`src/sv/uer_pkg.sv`:
```
// Shared types and constants for the ultrasonic echo ranger.
// No dependencies; compiled first.
package uer_pkg;

  localparam int unsigned TICK_W    = 16;  // phase tick counter
  localparam int unsigned IVL_W     = 17;  // interval counter
  localparam int unsigned DIST_W    = 12;  // distance, tenths of cm
  localparam int unsigned THR_W     = 12;
  localparam int unsigned TRIG_W    = 10;
  localparam int unsigned TMO_W     = 16;
  localparam int unsigned CFG_IDX_W = 2;
  localparam int unsigned CFG_DAT_W = 17;

  // width * SCALE_MUL >> SCALE_SHIFT gives tenths of cm (round trip, truncated)
  localparam int unsigned MUL_W       = 14;
  localparam int unsigned PROD_W      = TICK_W + MUL_W;
  localparam int unsigned SCALE_SHIFT = 16;
  localparam int unsigned SCALED_W    = PROD_W - SCALE_SHIFT;

  localparam logic [MUL_W-1:0]    SCALE_MUL    = 14'd11239;
  localparam logic [SCALED_W-1:0] MIN_TENTHS   = 14'd20;
  localparam logic [SCALED_W-1:0] MAX_TENTHS   = 14'd4000;
  localparam logic [IVL_W-1:0]    INTERVAL_MAX = 17'h1FFFF;

  // Register reset values
  localparam logic [THR_W-1:0]  THR_RST  = 12'd300;
  localparam logic [TRIG_W-1:0] TRIG_RST = 10'd10;
  localparam logic [TMO_W-1:0]  TMO_RST  = 16'd30000;
  localparam logic [IVL_W-1:0]  IVL_RST  = 17'd60000;

  // Register indexes
  localparam logic [CFG_IDX_W-1:0] CFG_IDX_THRESHOLD = 2'd0;
  localparam logic [CFG_IDX_W-1:0] CFG_IDX_TRIG_W    = 2'd1;
  localparam logic [CFG_IDX_W-1:0] CFG_IDX_TIMEOUT   = 2'd2;
  localparam logic [CFG_IDX_W-1:0] CFG_IDX_INTERVAL  = 2'd3;

  typedef struct packed {
    logic [DIST_W-1:0] distance;
    logic              valid;
    logic              obstacle;
  } reading_t;

endpackage

```
`src/sv/uer_if.sv`:
```
// Handshake channels of the ultrasonic echo ranger: echo samples, results
// and register writes. Depends on uer_pkg.
interface uer_echo_if;
  logic valid;
  logic ready;
  logic echo_level;
  modport source (output valid, output echo_level, input ready);
  modport sink   (input valid, input echo_level, output ready);
endinterface

interface uer_res_if;
  logic                      valid;
  logic                      ready;
  logic                      trigger_level;
  logic                      reading_done;
  logic [uer_pkg::DIST_W-1:0] distance_tenths;
  logic                      reading_valid;
  logic                      obstacle_near;
  logic                      busy_res;
  modport source (output valid, output trigger_level, output reading_done,
                  output distance_tenths, output reading_valid,
                  output obstacle_near, output busy_res, input ready);
  modport sink   (input valid, input trigger_level, input reading_done,
                  input distance_tenths, input reading_valid,
                  input obstacle_near, input busy_res, output ready);
endinterface

interface uer_cfg_if;
  logic                          valid;
  logic                          ready;
  logic [uer_pkg::CFG_IDX_W-1:0] index;
  logic [uer_pkg::CFG_DAT_W-1:0] data;
  modport source (output valid, output index, output data, input ready);
  modport sink   (input valid, input index, input data, output ready);
endinterface

```
`src/sv/uer_scale.sv`:
```
// Pulse width to distance conversion with range limits and obstacle flag.
// Depends on uer_pkg.
module uer_scale (
  input  logic [uer_pkg::TICK_W-1:0] width_i,
  input  logic [uer_pkg::THR_W-1:0]  threshold_i,
  output uer_pkg::reading_t          reading_o
);
  import uer_pkg::*;

  logic [PROD_W-1:0]   prod;
  logic [SCALED_W-1:0] scaled;
  logic [DIST_W-1:0]   clipped;

  always_comb begin
    prod   = {{MUL_W{1'b0}}, width_i} * {{TICK_W{1'b0}}, SCALE_MUL};
    scaled = prod[PROD_W-1:SCALE_SHIFT];
    if (scaled < MIN_TENTHS) begin
      clipped = '0;
    end else if (scaled > MAX_TENTHS) begin
      clipped = MAX_TENTHS[DIST_W-1:0];
    end else begin
      clipped = scaled[DIST_W-1:0];
    end
    reading_o.distance = clipped;
    reading_o.valid    = (clipped != '0);
    reading_o.obstacle = (clipped != '0) && (clipped < threshold_i);
  end

endmodule

```
`src/sv/ultrasonic_echo_ranger.sv`:
```
// Ultrasonic echo ranger, one channel: trigger sequencing, echo timing and
// distance reporting. Depends on uer_pkg, uer_if.sv and uer_scale.
//
// Usage
// - echo_i carries one echo line sample per microsecond tick. Each transfer
//   advances the ranging sequencer by exactly one tick.
// - result_o returns one result per accepted tick: the trigger drive for that
//   tick, a done pulse on the tick a measurement ends or times out, and the
//   latest distance (tenths of cm), valid and obstacle flags, plus busy.
// - cfg_i writes threshold, trigger width, echo timeout and measurement
//   interval (indexes 0..3). Always ready; write only while idle.
// Throughput
// - The result of a tick is registered in the output register by its own
//   transfer. One tick per cycle sustained while result_o is not stalled:
//   the whole step is a short combinational pass (one 16x14 multiply plus
//   compares) between the state registers and the output register.
// Stalls
// - echo_i.ready is high while the output register is empty or being drained,
//   so a stalled receiver holds exactly one result and back-pressures input.
// Reset
// - rst_ni clears the sequencer to idle, counters and last reading to zero,
//   and loads the register defaults (300, 10, 30000, 60000). First trigger
//   comes on the tick whose index equals the measurement interval.
module ultrasonic_echo_ranger (
  input  logic         clk_i,
  input  logic         rst_ni,
  uer_echo_if.sink     echo_i,
  uer_res_if.source    result_o,
  uer_cfg_if.sink      cfg_i
);
  import uer_pkg::*;

  typedef enum logic [1:0] {
    PH_IDLE = 2'd0,
    PH_TRIG = 2'd1,
    PH_WAIT = 2'd2,
    PH_MEAS = 2'd3
  } phase_e;

  typedef struct packed {
    logic              trigger;
    logic              done;
    logic [DIST_W-1:0] distance;
    logic              valid;
    logic              obstacle;
    logic              busy;
  } result_t;

  // Configuration
  logic [THR_W-1:0]  thr_q;
  logic [TRIG_W-1:0] trig_w_q;
  logic [TMO_W-1:0]  tmo_q;
  logic [IVL_W-1:0]  ivl_q;

  // Sequencer state
  phase_e            phase_q, phase_d;
  logic [TICK_W-1:0] ticks_q, ticks_d;
  logic [IVL_W-1:0]  ivl_cnt_q, ivl_cnt_d;
  reading_t          last_q, last_d;

  // Output register
  logic    out_valid_q, out_valid_d;
  result_t res_q, res_d;

  logic     in_xfer, cfg_xfer;
  logic     start;
  phase_e   ph;
  logic [TICK_W-1:0] tk;
  logic [IVL_W-1:0]  ic;
  reading_t meas_rd;

  localparam reading_t NO_READING = '{distance: '0, valid: 1'b0, obstacle: 1'b0};

  assign echo_i.ready = !out_valid_q || result_o.ready;
  assign in_xfer      = echo_i.valid && echo_i.ready;
  assign cfg_i.ready  = 1'b1;
  assign cfg_xfer     = cfg_i.valid;

  // Distance from the current pulse width; used only on the falling echo tick
  uer_scale u_scale (
    .width_i     (ticks_q),
    .threshold_i (thr_q),
    .reading_o   (meas_rd)
  );

  always_comb begin
    // A new measurement may only start from idle once the interval has run
    start = (phase_q == PH_IDLE) && (ivl_cnt_q >= ivl_q);
    ph    = start ? PH_TRIG : phase_q;
    tk    = start ? '0 : ticks_q;
    ic    = start ? '0 : ivl_cnt_q;

    phase_d = ph;
    ticks_d = tk;
    last_d  = last_q;
    res_d   = res_q;
    res_d.trigger = 1'b0;
    res_d.done    = 1'b0;
    res_d.busy    = (ph != PH_IDLE);

    case (ph)
      PH_TRIG: begin
        res_d.trigger = 1'b1;
        ticks_d = tk + 1'b1;
        if ((tk + 1'b1) >= {{(TICK_W-TRIG_W){1'b0}}, trig_w_q}) begin
          phase_d = PH_WAIT;
          ticks_d = '0;
        end
      end
      PH_WAIT: begin
        if (echo_i.echo_level) begin
          phase_d = PH_MEAS;
          ticks_d = TICK_W'(1);
        end else if (tk >= tmo_q) begin
          last_d     = NO_READING;
          phase_d    = PH_IDLE;
          ticks_d    = '0;
          res_d.done = 1'b1;
        end else begin
          ticks_d = tk + 1'b1;
        end
      end
      PH_MEAS: begin
        if (!echo_i.echo_level) begin
          last_d     = meas_rd;
          phase_d    = PH_IDLE;
          ticks_d    = '0;
          res_d.done = 1'b1;
        end else if (tk >= tmo_q) begin
          last_d     = NO_READING;
          phase_d    = PH_IDLE;
          ticks_d    = '0;
          res_d.done = 1'b1;
        end else begin
          ticks_d = tk + 1'b1;
        end
      end
      default: ;
    endcase

    // Saturating tick count since the last start
    ivl_cnt_d = (ic < INTERVAL_MAX) ? ic + 1'b1 : ic;

    res_d.distance = last_d.distance;
    res_d.valid    = last_d.valid;
    res_d.obstacle = last_d.obstacle;

    if (in_xfer) begin
      out_valid_d = 1'b1;
    end else if (result_o.ready) begin
      out_valid_d = 1'b0;
    end else begin
      out_valid_d = out_valid_q;
    end
  end

  always_ff @(posedge clk_i or negedge rst_ni) begin
    if (!rst_ni) begin
      thr_q       <= THR_RST;
      trig_w_q    <= TRIG_RST;
      tmo_q       <= TMO_RST;
      ivl_q       <= IVL_RST;
      phase_q     <= PH_IDLE;
      ticks_q     <= '0;
      ivl_cnt_q   <= '0;
      last_q      <= NO_READING;
      out_valid_q <= 1'b0;
      res_q       <= '0;
    end else begin
      if (cfg_xfer) begin
        case (cfg_i.index)
          CFG_IDX_THRESHOLD: thr_q    <= cfg_i.data[THR_W-1:0];
          CFG_IDX_TRIG_W:    trig_w_q <= cfg_i.data[TRIG_W-1:0];
          CFG_IDX_TIMEOUT:   tmo_q    <= cfg_i.data[TMO_W-1:0];
          CFG_IDX_INTERVAL:  ivl_q    <= cfg_i.data[IVL_W-1:0];
          default: ;
        endcase
      end
      if (in_xfer) begin
        phase_q   <= phase_d;
        ticks_q   <= ticks_d;
        ivl_cnt_q <= ivl_cnt_d;
        last_q    <= last_d;
        res_q     <= res_d;
      end
      out_valid_q <= out_valid_d;
    end
  end

  assign result_o.valid           = out_valid_q;
  assign result_o.trigger_level   = res_q.trigger;
  assign result_o.reading_done    = res_q.done;
  assign result_o.distance_tenths = res_q.distance;
  assign result_o.reading_valid   = res_q.valid;
  assign result_o.obstacle_near   = res_q.obstacle;
  assign result_o.busy_res        = res_q.busy;

`ifndef ASSERT_OFF
  // Trigger and done only ever occur inside a measurement
  a_trig_busy: assert property (@(posedge clk_i) disable iff (!rst_ni)
    out_valid_q && res_q.trigger |-> res_q.busy)
    else $error("trigger outside measurement");
  a_done_busy: assert property (@(posedge clk_i) disable iff (!rst_ni)
    out_valid_q && res_q.done |-> res_q.busy && !res_q.trigger)
    else $error("done outside measurement or during trigger");
  // Obstacle needs a valid reading; a valid reading lies in range
  a_obst_valid: assert property (@(posedge clk_i) disable iff (!rst_ni)
    res_q.obstacle |-> res_q.valid)
    else $error("obstacle without valid reading");
  a_range: assert property (@(posedge clk_i) disable iff (!rst_ni)
    res_q.valid |-> (res_q.distance >= MIN_TENTHS[DIST_W-1:0]) &&
                    (res_q.distance <= MAX_TENTHS[DIST_W-1:0]))
    else $error("valid distance out of range");
  // An empty output register never back-pressures the echo stream
  a_ready: assert property (@(posedge clk_i) disable iff (!rst_ni)
    !out_valid_q |-> echo_i.ready)
    else $error("input stalled with empty output register");
`endif

endmodule

```
`src/flat_wrapper.sv`:
```
// flat-port wrapper written by rule: the top's interface ports become plain ports
module ultrasonic_echo_ranger_flat import uer_pkg::*;
  (clk_i, rst_ni, echo_i_valid, echo_i_echo_level, echo_i_ready, result_o_valid, result_o_trigger_level, result_o_reading_done, result_o_distance_tenths, result_o_reading_valid, result_o_obstacle_near, result_o_busy_res, result_o_ready, cfg_i_valid, cfg_i_index, cfg_i_data, cfg_i_ready);
  uer_echo_if echo_i_i ();
  uer_res_if result_o_i ();
  uer_cfg_if cfg_i_i ();
  input  logic clk_i;
  input  logic rst_ni;
  input wire logic [$bits(echo_i_i.valid)-1:0] echo_i_valid;
  input wire logic [$bits(echo_i_i.echo_level)-1:0] echo_i_echo_level;
  output wire logic [$bits(echo_i_i.ready)-1:0] echo_i_ready;
  output wire logic [$bits(result_o_i.valid)-1:0] result_o_valid;
  output wire logic [$bits(result_o_i.trigger_level)-1:0] result_o_trigger_level;
  output wire logic [$bits(result_o_i.reading_done)-1:0] result_o_reading_done;
  output wire logic [$bits(result_o_i.distance_tenths)-1:0] result_o_distance_tenths;
  output wire logic [$bits(result_o_i.reading_valid)-1:0] result_o_reading_valid;
  output wire logic [$bits(result_o_i.obstacle_near)-1:0] result_o_obstacle_near;
  output wire logic [$bits(result_o_i.busy_res)-1:0] result_o_busy_res;
  input wire logic [$bits(result_o_i.ready)-1:0] result_o_ready;
  input wire logic [$bits(cfg_i_i.valid)-1:0] cfg_i_valid;
  input wire logic [$bits(cfg_i_i.index)-1:0] cfg_i_index;
  input wire logic [$bits(cfg_i_i.data)-1:0] cfg_i_data;
  output wire logic [$bits(cfg_i_i.ready)-1:0] cfg_i_ready;
  assign echo_i_i.valid = echo_i_valid;
  assign echo_i_i.echo_level = echo_i_echo_level;
  assign echo_i_ready = echo_i_i.ready;
  assign result_o_valid = result_o_i.valid;
  assign result_o_trigger_level = result_o_i.trigger_level;
  assign result_o_reading_done = result_o_i.reading_done;
  assign result_o_distance_tenths = result_o_i.distance_tenths;
  assign result_o_reading_valid = result_o_i.reading_valid;
  assign result_o_obstacle_near = result_o_i.obstacle_near;
  assign result_o_busy_res = result_o_i.busy_res;
  assign result_o_i.ready = result_o_ready;
  assign cfg_i_i.valid = cfg_i_valid;
  assign cfg_i_i.index = cfg_i_index;
  assign cfg_i_i.data = cfg_i_data;
  assign cfg_i_ready = cfg_i_i.ready;
  ultrasonic_echo_ranger u_core (.clk_i(clk_i), .rst_ni(rst_ni), .echo_i(echo_i_i), .result_o(result_o_i), .cfg_i(cfg_i_i));
endmodule
```
`config.mk`:
```
export PLATFORM = sky130hd
export DESIGN_NAME = ultrasonic_echo_ranger_flat
export DESIGN_NICKNAME = d
export VERILOG_FILES = /design/src/sv/uer_pkg.sv /design/src/sv/uer_if.sv /design/src/sv/uer_scale.sv /design/src/sv/ultrasonic_echo_ranger.sv /design/src/flat_wrapper.sv
export SDC_FILE = /design/constraint.sdc
export NUM_CORES = 1
export LEC_CHECK = 0
export ABC_AREA = 1
export BUFFER_PORTS_ARGS = -buffer_cell sky130_fd_sc_hd__buf_4
export CAP_MARGIN = 20
export CORE_UTILIZATION = 70
export DETAILED_ROUTE_END_ITERATION = 16
export GPL_TIMING_DRIVEN = 0
export PLACE_DENSITY_LB_ADDON = 0.3
export SETUP_SLACK_MARGIN = 0.3
export SYNTH_ARGS = -nofsm -noshare
export SYNTH_HDL_FRONTEND = slang
export SYNTH_HIERARCHICAL = 1
export SYNTH_SLANG_ARGS = --single-unit
```
`constraint.sdc`:
```
create_clock -name clk_i -period 10.7 [get_ports clk_i]
set_clock_uncertainty 0.05 [all_clocks]
set_input_delay 1.07 -clock clk_i [delete_from_list [all_inputs] [get_ports clk_i]]
set_output_delay 1.07 -clock clk_i [all_outputs]
set_load 0.005 [all_outputs]
```
Word-level counts from Yosys, hierarchy flattened
Index checks and enable logic that the tools add are counted.

Input bits: 25. Word-level logic and storage cells: 74. Register bits after elaboration: 108. Output and inout port bits: 20.

Equality and inequality tests: 7. Reduce and logical (&&, ||, !) cells: 16. Add/sub/neg operators: 2. $lt $le $gt $ge: 7. $mul: 1. Mux-type cells: 27.

Operators by type and width (number): two-way mux 16 bit (5); case mux 16 bit (3 select lines) (1); two-way mux 14 bit (3); two-way mux 17 bit (2); multiplier 16 x 14 -> 30 bit, second input constant (1); case mux 14 bit (2 select lines) (1); two-way mux 12 bit (2); adder 17 x 1 -> 17 bit, second input constant (1); greater-or-equal comparator 17 bit (1); less-than comparator 17 bit, second input constant (1); adder 16 x 1 -> 16 bit, second input constant (1); greater-or-equal comparator 16 x 10 -> 1 bit (1); greater-or-equal comparator 16 bit (1); greater-than comparator 14 x 12 -> 1 bit, second input constant (1); less-than comparator 14 x 5 -> 1 bit, second input constant (1); less-than comparator 12 bit (1); nonzero test 12 bit (1); two-way mux 2 bit (5); equality test 2 bit, second input constant (4); AND reduction 2 bit (4); two-way mux 1 bit (6); case mux 2 bit (3 select lines) (1); nonzero test 2 bit (3); equality test 2 x 1 -> 1 bit, second input constant (2); 7 further kinds (10).

Logic depth before layout (Yosys ltp)
Gate-level depths: netlist (run 1).

Depth after elaboration: 8. Depth in mapped cells: 39. Mapped depth without buffers: 39.

Cells and area by module
The synthesis (run 1) kept the hierarchy.

By module, submodules not included: ultrasonic_echo_ranger (cells each 869, instances 1, sequential area each 2727.6 sq um, area an instance 6536.3 sq um); uer_scale (cells each 894, instances 1, sequential area each 0.0 sq um, area an instance 6339.8 sq um).

Worst setup path after synthesis (run 1)
No wires, ideal clock.

Path type: flip-flop to flip-flop. Start point: register u_core.ticks_q[7]. End point: register u_core.res_q (netlist bit u_core/result_o.obstacle_near). Cell stages (with the launch flop): 35. Arrival: 6.290 ns. Slack: 4.282 ns. Buffers on the path: 0. Period minus slack after synthesis: 6.418 ns. Required time: 10.573 ns. Setup time: 0.077 ns. Path through: dfrtp_1 > fa_1 > fa_1 > inv_1 > fa_1 > inv_1 > fa_1 > fa_1 > inv_1 > fa_1 > inv_1 > ha_1 > nand2_1 > nor2_1 > nand2_1 > nor2_1 > nand2_1 > nand3_2 > nand2_1 > nand2_1 > nand2_1 > nor2_1 > nand3_1 > nand3_2 > inv_2 > nand2_1 > a21oi_1 > ha_1 > a21oi_1 > nor2_1 > a211oi_1 > o211ai_1 > a21oi_2 > a31oi_1 > a21oi_1.

RTL lines: start: declaration (RTL line ultrasonic_echo_ranger.sv:57) `logic [TICK_W-1:0] ticks_q, ticks_d;`; start signal: assignment (RTL line ultrasonic_echo_ranger.sv:181) `ticks_q <= ticks_d;`; end signal: assignment (RTL line ultrasonic_echo_ranger.sv:184) `res_q <= res_d;`; end: declaration (RTL line ultrasonic_echo_ranger.sv:63) `result_t res_q, res_d;`.

==> summary.md, run 1 <==
| Metric | Value |
|---|---|
| Max Slew Vio Count | 0 |
| Hold Crit Class | flop to flop |
| CP Capture Type | flop |
| Routed WL | 32.33 mm |
| Crit-path max FO | 14 |
| Worst skew pair latency | 0.36 ns |
| First-pass GRT wire length | 52.49 mm |
| Req. time, crit path | 10.89 ns |
| Crit path DAT | 7.78 ns |
| Final ANT Viol Nets | 0 |
| # rows | 49 |
| Die area | 18940 um^2 |
| CTS Buf Count | 9 |
| Final WS setup | 3.114 ns |
| Syn Inst Count | 1763 |
| Port Buffers | 43 |
| Initial antenna violation count | 0 |
| Vias after detailed routing | 11456 |
| Min Tclk post-route | 7.586 ns |
| Area delta synth->final | 7.298% |
| Core Area | 18020 um^2 |
| Resized Gates After CTS | 0 |
| Tcrit/Tclk final | 70.90% |
| Die boundary width | 137.6 um |
| Root buffer cell | clkbuf_16 |
| Setup TNS | 0 ns |
| Syn_nets | 2057 |
| DRC viols | 0 |
| Postcts setup bufs | 0 |
| IO Count | 45 |
| Reg-to-reg startpoint | u_core/ticks_q[7]$_DFFE_PN0P_ |
| Slew @ Worst Pin | 0.7513 ns |
| Number of enable flip-flop cells after synthesis | 0 |
| Diode count | 0 |
| Clock sinks | 108 |
| FF+latch count, synth | 108 |
| Pwr/cell area | 130.3 nW/um^2 |
| Nets | 2112 |
| Number of global-route vias before repair | 11155 |
| Critical R2R Capture | u_core/result_o.obstacle_near$_DFFE_PN0P_ |
| Largest net degree at the start of global routing | 76 |
| Hold-fix buffers at CTS | 0 |
| Synth warnings | 6 |
| Cells after DPL | 2036 |
| GR Util All Layers | 36.37% |
| Maxcap violations | 0 |
| Initial core utilization | 71.44% |
| Share of cells above drive strength 1 | 7.899% |
| Synth area leader | dfrtp_1 |
| Max VDD drop | 0.1415 mV |
| Yosys cell types | 45 |
| Synth area leaders | dfrtp_1, ha_1, fa_1, nand2_1, inv_1 |
| WL per Instance | 15.76 um |
| Fmax | 131.8 MHz |
| Die H | 137.6 um |
| Clock Pin Slew Worst Setup and Hold Paths | 0.08 ns |
| Status | completed |
| GP Congestion | 0.9993 |
| Slew HR | 49.91% |
| Setup crit end | u_core/result_o.obstacle_near$_DFFE_PN0P_ |
| Pre-CTS WS | 3.200 ns |
| CP max stage cell | dfrtp_1 |
| Final hold viol count | 0 |
| Reg2Reg Setup Slack | 3.11 ns |
| Final Non-Filler Cells | 2052 |
| Yosys top cell area share | 17.10% |
| Top cells by count, synth | nand2_1, inv_1, ha_1 |
| Fin Hold WS | 0.4334 ns |
| DR iter-0 viols | 958 |
| Drt pass-1 iters | 5 |
| Avg Vias per Cell | 5.583 |
| Setup violation total in the final timing report | 0 |
| CTS tree | done |
| CP Launch Point | u_core/ticks_q[7]$_DFFE_PN0P_ |
| Cells on worst reg2reg path | 34 |
| Syn avg cell area | 7.304 um^2 |
| Clk buf depth | 2 |
| Register area share after synthesis | 21.18% |
| Fill count | 1371 |
| H-tree depth | 3 |
| Crit path kind | flop to flop |
| Worst path max stage delay | 0.82 ns |
| CP startpoint kind | flop |
| Syn Std Cell Area | 12880 um^2 |
| Total grt overflow | 0 |
| Count leader, synth | nand2_1 |
| Post-synth ARST share | 100.0% |
| HPWL after DPL | 26.27 mm |
| Lkg Pwr | 8.203 nW |
| Top FF cell, synth | dfrtp_1 |
| RSZ-0062 raised after global routing | no |
## layout make-up
type	instances	area, um^2	share of cell area, %
multi-input combinational	1184	8349	60.43
clock inverter	6	63.81	0.4619
timing repair buffer	44	350.3	2.536
tap	229	286.5	2.074
inverter	442	1659	12.01
sequential	108	2728	19.74
buffer	29	140.1	1.014
clock buffer	10	239.0	1.730
## metrics by stage
stage,util [%],cell area (um^2),total power [mW]
final,76.65,13820,1.800
after global routing,76.65,13820,1.965
after CTS,76.65,13820,1.798
after detailed placement,74.97,13510,1.455
after global placement,74.82,13490,1.412
after floorplan,-,12880,1.166
## flip-flops by register name, summed over array words and instances, names as in the netlist
signal and count:
u_core/ivl_cnt_q 17, u_core/ivl_q 17, u_core/phase_q 2, u_core/result_o.busy_res 1
u_core/result_o.distance_tenths 12, u_core/result_o.obstacle_near 1, u_core/result_o.reading_done 1, u_core/result_o.reading_valid 1
u_core/result_o.trigger_level 1, u_core/result_o.valid 1, u_core/thr_q 12, u_core/ticks_q 16
u_core/tmo_q 16, u_core/trig_w_q 10
## power by group
| part | leakage, nW | internal, mW | switching (mW) |
|---|---|---|---|
| logic | 6.73 | 0.332 | 0.541 |
| registers | 1.32 | 0.500 | 0.0903 |
| clock network | 0.146 | 0.172 | 0.166 |
## how the worst min path moves through the flow
stage / from / cells past startpoint / to
final: u_core/result_o.trigger_level$_DFFE_PN0P_ / 2 / u_core/result_o.trigger_level$_DFFE_PN0P_
after global routing: u_core/thr_q[7]$_DFFE_PN0P_ / 2 / u_core/thr_q[7]$_DFFE_PN0P_
after CTS: u_core/result_o.trigger_level$_DFFE_PN0P_ / 2 / u_core/result_o.trigger_level$_DFFE_PN0P_
after detailed placement: u_core/result_o.trigger_level$_DFFE_PN0P_ / 2 / u_core/result_o.trigger_level$_DFFE_PN0P_
after global placement: u_core/result_o.trigger_level$_DFFE_PN0P_ / 2 / u_core/result_o.trigger_level$_DFFE_PN0P_
after floorplan: u_core/thr_q[0]$_DFFE_PN0P_ / 2 / u_core/thr_q[0]$_DFFE_PN0P_
## layout by cell type (no fill, tap or decap), drive strengths merged
cell	count
a211oi	2
a21o	2
a21oi	54
a22oi	1
a31oi	15
and2	2
buf	50
clkbuf	33
clkinv	6
clkinvlp	1
conb	1
dfrtp	88
dfstp	20
fa	101
ha	168
inv	441
nand2	470
nand3	93
nand3b	3
nand4	24
nor2	130
nor3	8
nor3b	1
nor4	1
o211ai	3
o21a	3
o21ai	75
o21bai	1
o221ai	1
or2	2
xnor2	2
xor2	21
## per-layer routing
| metal | track usage (%) | vias up | share of wire [%] |
|---|---|---|---|
| met4 | 22.41 | 0 | 5.8 |
| met5 | 0 | - | 0 |
| met1 | 42.39 | 5386 | 38 |
| met3 | 4.709 | 128 | 6.0 |
| met2 | 63.46 | 459 | 50 |
| li1 | - | 5483 | - |
## critical path, delay by kind of cell (launching register included)
family	cells	cell delay (ns)
simple gates	11	1.12
fa+ha+maj	8	3.68
xor+xnor	1	0.24
compound gates	7	1.06
flops	1	0.82
buf+inv	7	0.48
## logic make-up (layout without fill, tap and decap cells)
| family | count (synthesis) | after routing | synth area share, % |
|---|---|---|---|
| buffers and inverters | 471 | 531 | 13.97 |
| other | 1 | 1 | 0.02912 |
| xor gates and xnor gates | 23 | 23 | 1.565 |
| AOI/OAI and AO/OA | 157 | 157 | 6.569 |
| adders and majority gates | 269 | 269 | 32.03 |
| and+or+nand+nor | 734 | 734 | 24.65 |
| DFF | 108 | 108 | 21.18 |
Power figures use the tool's default switching activity.
==> inputs of run 2 (changes only) <==
- CORE_UTILIZATION: 70 -> 65
- clock period: 10.7 -> 7 ns (I/O delays scaled with it)
==> run 2 against run 1 <==
  * Non-clock buffer count increased by 52
  * Die area grew 7.6%
  * Via count increased by 3.2%
  * Final cell count up 4.3%
  * Flip-flop and latch count unchanged
  * Worst setup slack got worse by 2.9 ns
  * Global-route usage decreased by 0.11 points
  * Hold slack got worse by 0.18 ns
  * Clock-buffer cell count stayed put
  * Sequential share of layout area is 1.2 points lower
  * Sequential power grew 53%
  * Critical path type unchanged
  * Largest cell class unchanged
==> summary.md, run 2 (same netlist as run 1, synthesis figures left out) <==
| Metric | Value |
|---|---|
| Reg2Reg Setup Slack | 0.20 ns (-2.91 ns) |
| Final WS setup | 0.2011 ns (-2.913 ns) |
| CTS Buf Count | 9 (unchanged) |
| GP Congestion | 0.9854 (-1.4%) |
| IO Count | 45 (unchanged) |
| Max VDD drop | 0.2109 mV (+49%) |
| Status | completed |
| Most common cell after layout, fill and taps aside | inv_1 |
| Pwr/cell area | 199.6 nW/um^2 (+53%) |
| Critical R2R Capture | u_core/result_o.obstacle_near$_DFFE_PN0P_ |
| Cells on worst reg2reg path | 34 (unchanged) |
| Area delta synth->final | 15.64% |
| Final core occ | 76.50% (-0.15 points) |
| First-pass GRT wire length | 56.76 mm (+8.1%) |
| Share of cells above drive strength 1 | 16.48% (+8.6 points) |
| Vias after detailed routing | 11822 (+3.2%) |
| Crit path kind | flop to flop |
| HPWL after DPL | 26.33 mm (+0.23%) |
| Hold Crit Class | input port to asynchronous set/reset pin |
| DR iter-0 viols | 798 (-17%) |
| Crit-path max FO | 9 (-5) |
| Crit path max-delay family | adder cells |
| Final hold viol count | 0 (unchanged) |
| Nets | 2164 (+2.5%) |
| Largest net degree at the start of global routing | 72 (-5.3%) |
| Lkg Pwr | 8.486 nW (+3.5%) |
| Net Switching | 1.332 mW (+67%) |
| Clock sinks | 108 (unchanged) |
| Routed WL | 35.82 mm (+11%) |
| Drt pass-1 iters | 5 (unchanged) |
| Worst skew pair latency | 0.36 ns (about the same) |
| GR Util All Layers | 36.26% (-0.11 points) |
| Die boundary width | 142.7 um (+3.7%) |
| CP Buf/Inv Count | 6 (-1) |
| Fmax | 147.1 MHz (+12%) |
| Setup violation total in the final timing report | 0 (unchanged) |
| Min Tclk post-route | 6.799 ns (-0.7872 ns) |
| Post-layout power | 2.972 mW (+65%) |
| Switching part of the total | 44.82% (+0.55 points) |
| Initial antenna violation count | 0 (unchanged) |
| Hold-fix buffers at CTS | 0 (unchanged) |
| CTS tree | done |
| Final ANT Viol Nets | 0 (unchanged) |
| Reg-to-reg startpoint | u_core/ticks_q[0]$_DFFE_PN0P_ |
| Tcrit/Tclk final | 97.13% (+26 points) |
| Reg power frac | 30.3% (-2.5 points) |
| Req. time, crit path | 7.23 ns (-3.66 ns) |
| Diode count | 0 (unchanged) |
| H-tree depth | 3 (unchanged) |
| CP max stage cell | dfrtp_1 |
| Most frequent cells in the layout | inv_1, nand2_1, ha_1 |
| Core Area | 19460 um^2 (+8.0%) |
| Pre-CTS WS | -0.4162 ns (-3.616 ns) |
| Avg Vias per Cell | 5.524 (-1.0%) |
| Pint | 1.640 mW (+64%) |
| CP startpoint kind | flop |
| Die area | 20380 um^2 (+7.6%) |
| Clock power frac | 17.7% (-1.0 points) |
| Maxcap violations | 0 (unchanged) |
| Most common cell on crit path | nand2_1 |
| Part of the power in combinational logic | 52.1% (+3.6 points) |
| Root buffer cell | clkbuf_16 |
| RSZ-0062 raised after global routing | yes |
| WL per Instance | 16.74 um (+6.2%) |
| Port Buffers | 43 (unchanged) |
| Slew HR | 55.58% (+5.7 points) |
| Crit path DAT | 7.03 ns (-0.75 ns) |
| Fill count | 1404 (+2.4%) |
| Number of global-route vias before repair | 11868 (+6.4%) |
| # rows | 51 (+4.1%) |
| Slew @ Worst Pin | 0.6663 ns (-0.08502 ns) |
| Worst path max stage delay | 0.72 ns (-0.10 ns) |
| Clk buf depth | 2 (unchanged) |
| Initial core utilization | 66.16% (-5.3 points) |
| Total grt overflow | 0 (unchanged) |
| CP Capture Type | flop |
| DRC viols | 0 (unchanged) |
| Max Slew Vio Count | 0 (unchanged) |
| Top flop regs | u_core/ivl_cnt_q (17), u_core/ivl_q (17) |
| Die H | 142.7 um (+3.7%) |
| Clock Pin Slew Worst Setup and Hold Paths | 0.08 ns (about the same) |
==> run 2: routing by layer <==
layer	wire length (um)	up-vias	global-route usage, %
li1	-	5587	-
met1	13360	5570	42.05
met2	18160	519	64.58
met3	2300	146	5.097
met4	1995	0	19.98
met5	0	-	0
==> run 2: layout make-up <==
cell class | count | area (um^2) | share of cell area, %
plain buffers | 29 | 140.1 | 0.9412
multi-input cells | 1184 | 8927 | 59.96
repair buffers | 96 | 752.0 | 5.050
inverters | 442 | 1667 | 11.19
clock inverters | 6 | 66.31 | 0.4454
clock buffers | 10 | 239.0 | 1.605
well taps | 265 | 331.6 | 2.227
flip-flops and latches | 108 | 2766 | 18.58
==> run 2: worst max-delay path by stage <==
| stage | startpoint | end | slack [ns] | cells past startpoint |
|---|---|---|---|---|
| floorplan | u_core/ticks_q[7]$_DFFE_PN0P_ | u_core/result_o.obstacle_near$_DFFE_PN0P_ | 0.58 | 34 |
| global placement | u_core/ticks_q[6]$_DFFE_PN0P_ | u_core/result_o.obstacle_near$_DFFE_PN0P_ | -0.27 | 34 |
| detailed placement | u_core/ticks_q[7]$_DFFE_PN0P_ | u_core/result_o.obstacle_near$_DFFE_PN0P_ | -0.42 | 34 |
| CTS | u_core/ticks_q[10]$_DFFE_PN0P_ | u_core/result_o.obstacle_near$_DFFE_PN0P_ | 0.30 | 33 |
| global route | u_core/ticks_q[0]$_DFFE_PN0P_ | u_core/result_o.obstacle_near$_DFFE_PN0P_ | -0.08 | 35 |
| finish | u_core/ticks_q[0]$_DFFE_PN0P_ | u_core/result_o.obstacle_near$_DFFE_PN0P_ | 0.20 | 34 |
==> run 2: metrics by stage <==
stage                     TNS (ns)  hold slack [ns]  instances  instance area (um^2)
final                            0           0.2537       2140                 14890
after global routing      -0.08167           0.2932       2140                 14890
after CTS                        0           0.2644       2125                 14530
after detailed placement   -0.4162           0.4244       2072                 13560
after global placement     -0.2705           0.4193       2071                 13530
after floorplan                  0           0.3544       1763                 12880
==> run 2: power by group through the flow <==
stage / Combinational, mW / Clock, mW / Sequential [mW]
2_1_floorplan: 0.918 / 0 / 0.865
3_3_place_gp: 1.25 / 0 / 0.901
3_5_place_dp: 1.30 / 0 / 0.906
4_1_cts: 1.39 / 0.532 / 0.898
5_1_grt: 1.74 / 0.556 / 0.916
6_report: 1.55 / 0.525 / 0.900
==> run 2: what timing repair did <==
item,4_1_cts,5_1_grt
pin swaps,48,36
gates resized for setup,93,57
endpoints found under the setup margin,2,1
setup buffers,37,15
==> inputs of run 3 (changes only) <==
- ABC_AREA: 1 -> not set
- CORE_UTILIZATION: 65 -> 64
==> run 3 against run 2 <==
  * The flow now finishes with violations (negative setup slack)
  * Routed wire length fell by 21%
  * Fmax decreased by 17%
  * Worst setup slack got worse by 1.4 ns
  * Final cell count shrank 27%
  * Synthesized cell count is 30% lower
  * Die area fell by 7.0%
  * Critical path type unchanged
==> summary.md, run 3 <==
| Metric | Value |
|---|---|
| Status | finished with violations |
| Violated checks | negative setup slack |
| Final core occ | 73.86% (-2.6 points) |
| Final Non-Filler Cells | 1566 (-27%) |
| DR iter-0 viols | 534 (-33%) |
| Min Tclk post-route | 8.185 ns (+1.386 ns) |
| Most frequent cells in the layout | inv_1, ha_1, fa_1 |
| HPWL after DPL | 22.06 mm (-16%) |
| Slew HR | 52.96% (-2.6 points) |
| Clock Pin Slew Worst Setup and Hold Paths | 0.07 ns (about the same) |
| CP startpoint kind | flop |
| Worst skew pair latency | 0.35 ns (about the same) |
| Initial core utilization | 65.35% (-0.81 points) |
| Top FF cell, synth | dfrtp_1 |
| Hold-fix buffers at CTS | 0 (unchanged) |
| Wire length on met3 | 1.348 mm (-41%) |
| Synth Area in XOR/XNOR | 1.785% (+0.22 points) |
| Number of global-route vias before repair | 9390 (-21%) |
| Complex-gate fraction of the synthesized area | 12.22% (+5.6 points) |
| Crit path kind | flop to flop |
| CTS tree | done |
| Core Area | 18020 um^2 (-7.4%) |
| CP Capture Type | flop |
| Fmax | 122.2 MHz (-17%) |
| DRC viols | 0 (unchanged) |
| Multiplexer share of the synthesized area | 6.044% (+6.0 points) |
| Hold Crit Class | input port to asynchronous set/reset pin |
| RSZ-0062 raised after global routing | yes |
| Final WS setup | -1.185 ns (-1.386 ns) |
| Crit path DAT | 8.43 ns (+1.40 ns) |
| Worst path max stage delay | 0.56 ns (-0.16 ns) |
| Synth warnings | 6 (unchanged) |
| Die area | 18950 um^2 (-7.0%) |
| Vias after detailed routing | 9148 (-23%) |
| CTS Buf Count | 9 (unchanged) |
| FF+latch count, synth | 108 (unchanged) |
| Slew @ Worst Pin | 0.7030 ns (+0.03677 ns) |
| Setup TNS | -1.185 ns (-1.185 ns) |
| GR Util All Layers | 31.53% (-4.7 points) |
| GP Congestion | 0.9233 (-6.3%) |
| Synth area leaders | dfrtp_1, ha_1, fa_1, inv_1, mux2_2 |
| Post-synth ARST share | 100.0% (unchanged) |
| Largest family of logic cells by synthesized area | adder cells |
| Count leader, synth | inv_1 |
| Yosys top cell area share | 18.70% (+1.6 points) |
| Tcrit/Tclk final | 116.9% (+20 points) |
| Fill count | 1309 (-6.8%) |
| Port Buffers | 43 (unchanged) |
| # rows | 49 (-3.9%) |
| Synth Area in Simple Gates | 12.04% (-13 points) |
| Top cells by count, synth | inv_1, ha_1, fa_1 |
| Cells on worst reg2reg path | 30 (-12%) |
| CP max stage cell | fa_2 |
| Diode count | 0 (unchanged) |
| Top layer used by detailed routing | met4 |
| Top flop regs | u_core/ivl_cnt_q (17), u_core/ivl_q (17) |
| Syn_nets | 1526 (-26%) |
| Root buffer cell | clkbuf_16 |
| Routed WL | 28.23 mm (-21%) |
| First-pass GRT wire length | 45.36 mm (-20%) |
| Initial antenna violation count | 0 (unchanged) |
| Largest net degree at the start of global routing | 66 (-8.3%) |
| Area delta synth->final | 13.02% |
| Crit-path max FO | 7 (-2) |
| Most common cell after layout, fill and taps aside | inv_1 |
| Maxcap violations | 0 (unchanged) |
| Clock sinks | 108 (unchanged) |
| Share of cells above drive strength 1 | 20.04% (+3.6 points) |
| Number of enable flip-flop cells after synthesis | 0 (unchanged) |
| Synth area leader | dfrtp_1 |
| Total grt overflow | 0 (unchanged) |
| Register area share after synthesis | 23.16% (+2.0 points) |
| Final ANT Viol Nets | 0 (unchanged) |
| Die boundary width | 137.7 um (-3.6%) |
| Max Slew Vio Count | 0 (unchanged) |
| Syn Inst Count | 1232 (-30%) |
| Syn Std Cell Area | 11780 um^2 (-8.5%) |
| Cells after DPL | 1505 (-27%) |
| WL met1 | 11.81 mm (-12%) |
| H-tree depth | 3 (unchanged) |
| WL per Instance | 18.02 um (+7.7%) |
| Nets | 1626 (-25%) |
| Final hold viol count | 0 (unchanged) |
| Post-DP Area | 12550 um^2 (-7.4%) |
| Drt pass-1 iters | 5 (unchanged) |
| Clk buf depth | 2 (unchanged) |
| Most common cell on crit path | a21o_1 |
| Die H | 137.7 um (-3.6%) |
| Yosys cell types | 76 (+69%) |
| Design Area, Final | 13310 um^2 (-11%) |
| Reg-to-reg startpoint | u_core/ticks_q[7]$_DFFE_PN0P_ |
| Req. time, crit path | 7.24 ns (about the same) |
| Post-Synth Adder-Cell Area | 35.10% (+3.1 points) |
| Avg Vias per Cell | 5.842 (+5.7%) |
| Setup violation total in the final timing report | 1 (+1) |
| Syn avg cell area | 9.561 um^2 (+31%) |
| IO Count | 45 (unchanged) |
| Reg2Reg Setup Slack | -1.18 ns (-1.39 ns) |
| WL met2 | 14.05 mm (-23%) |
| Critical R2R Capture | u_core/result_o.obstacle_near$_DFFE_PN0P_ |
run 3: cell count changes in the layout (fill, tap and decap cells not counted), sizes merged, moves of 11 or more:
cell	delta
nand2	-401
o21ai	-27
a22o	+14
and3	+16
nand3	-69
a21o	+18
inv	-188
mux2	+57
and4	+11
and2	+20
nor2	-78
run 3: area by class of cell:
class                           count  area (um^2)  share of cell area [%]
Multi-Input combinational cell    840         8128                   61.05
Sequential cell                   108         2768                   20.79
Inverter                          250        938.4                   7.049
Timing Repair Buffer               89        695.7                   5.226
Tap cell                          229        286.5                   2.152
Clock buffer                        9        225.2                   1.692
Buffer                             34        221.5                   1.664
Clock inverter                      7        50.05                  0.3759
run 3: per-layer routing:
| layer | global-route usage, % | vias to the layer above |
|---|---|---|
| met4 | 13.43 | 0 |
| met2 | 54.36 | 290 |
| met5 | 0 | - |
| li1 | - | 4340 |
| met1 | 39.72 | 4460 |
| met3 | 4.047 | 58 |
run 3: through the flow:
step | worst slack (ns) | hold slack (ns)
finish | -1.185 | 0.2849
global route | -1.472 | 0.3386
CTS | -1.125 | 0.3059
detailed placement | -1.588 | 0.4218
global placement | -1.431 | 0.4111
floorplan | -0.7677 | 0.3544
run 3: kinds of logic after synthesis:
logic type               Yosys count
multiplexers                      64
XOR/XNOR                          24
AND/OR/NAND/NOR                  268
flip-flops                       108
buffers and inverters            284
other                              1
AO/OA/AOI/OAI                    213
adder cells (fa/ha/maj)          270
run 3: worst max-delay path by stage:
stage | start | end | cells past startpoint
after global placement | u_core/ticks_q[12]$_DFFE_PN0P_ | u_core/result_o.obstacle_near$_DFFE_PN0P_ | 31
after CTS | u_core/ticks_q[7]$_DFFE_PN0P_ | u_core/result_o.obstacle_near$_DFFE_PN0P_ | 31
final | u_core/ticks_q[7]$_DFFE_PN0P_ | u_core/result_o.obstacle_near$_DFFE_PN0P_ | 30
after detailed placement | u_core/ticks_q[11]$_DFFE_PN0P_ | u_core/result_o.obstacle_near$_DFFE_PN0P_ | 31
after global routing | u_core/ticks_q[11]$_DFFE_PN0P_ | u_core/result_o.obstacle_near$_DFFE_PN0P_ | 32
after floorplan | u_core/ticks_q[8]$_DFFE_PN0P_ | u_core/result_o.obstacle_near$_DFFE_PN0P_ | 29
run 3: critical path: cells and delay by family (launching register included):
family | cells | cell delay (ns)
adder cells (fa/ha/maj) | 8 | 3.44
buffers and inverters | 3 | 0.24
AND/OR/NAND/NOR | 4 | 0.64
AO/OA/AOI/OAI | 15 | 3.20
flip-flops | 1 | 0.54
run 3: timing repair:
item | 4_1_cts | 5_1_grt
setup endpoints to repair | 8 | 8
pin swaps | 7 | 18
endpoints found under the hold margin | 0 | 0
setup buffers | 29 | 16
resized for setup | 20 | 23
Power of run 3 is left out: the tool's default activity adds up to more than one toggle a clock period on the data nets, which glitch-free logic cannot reach.
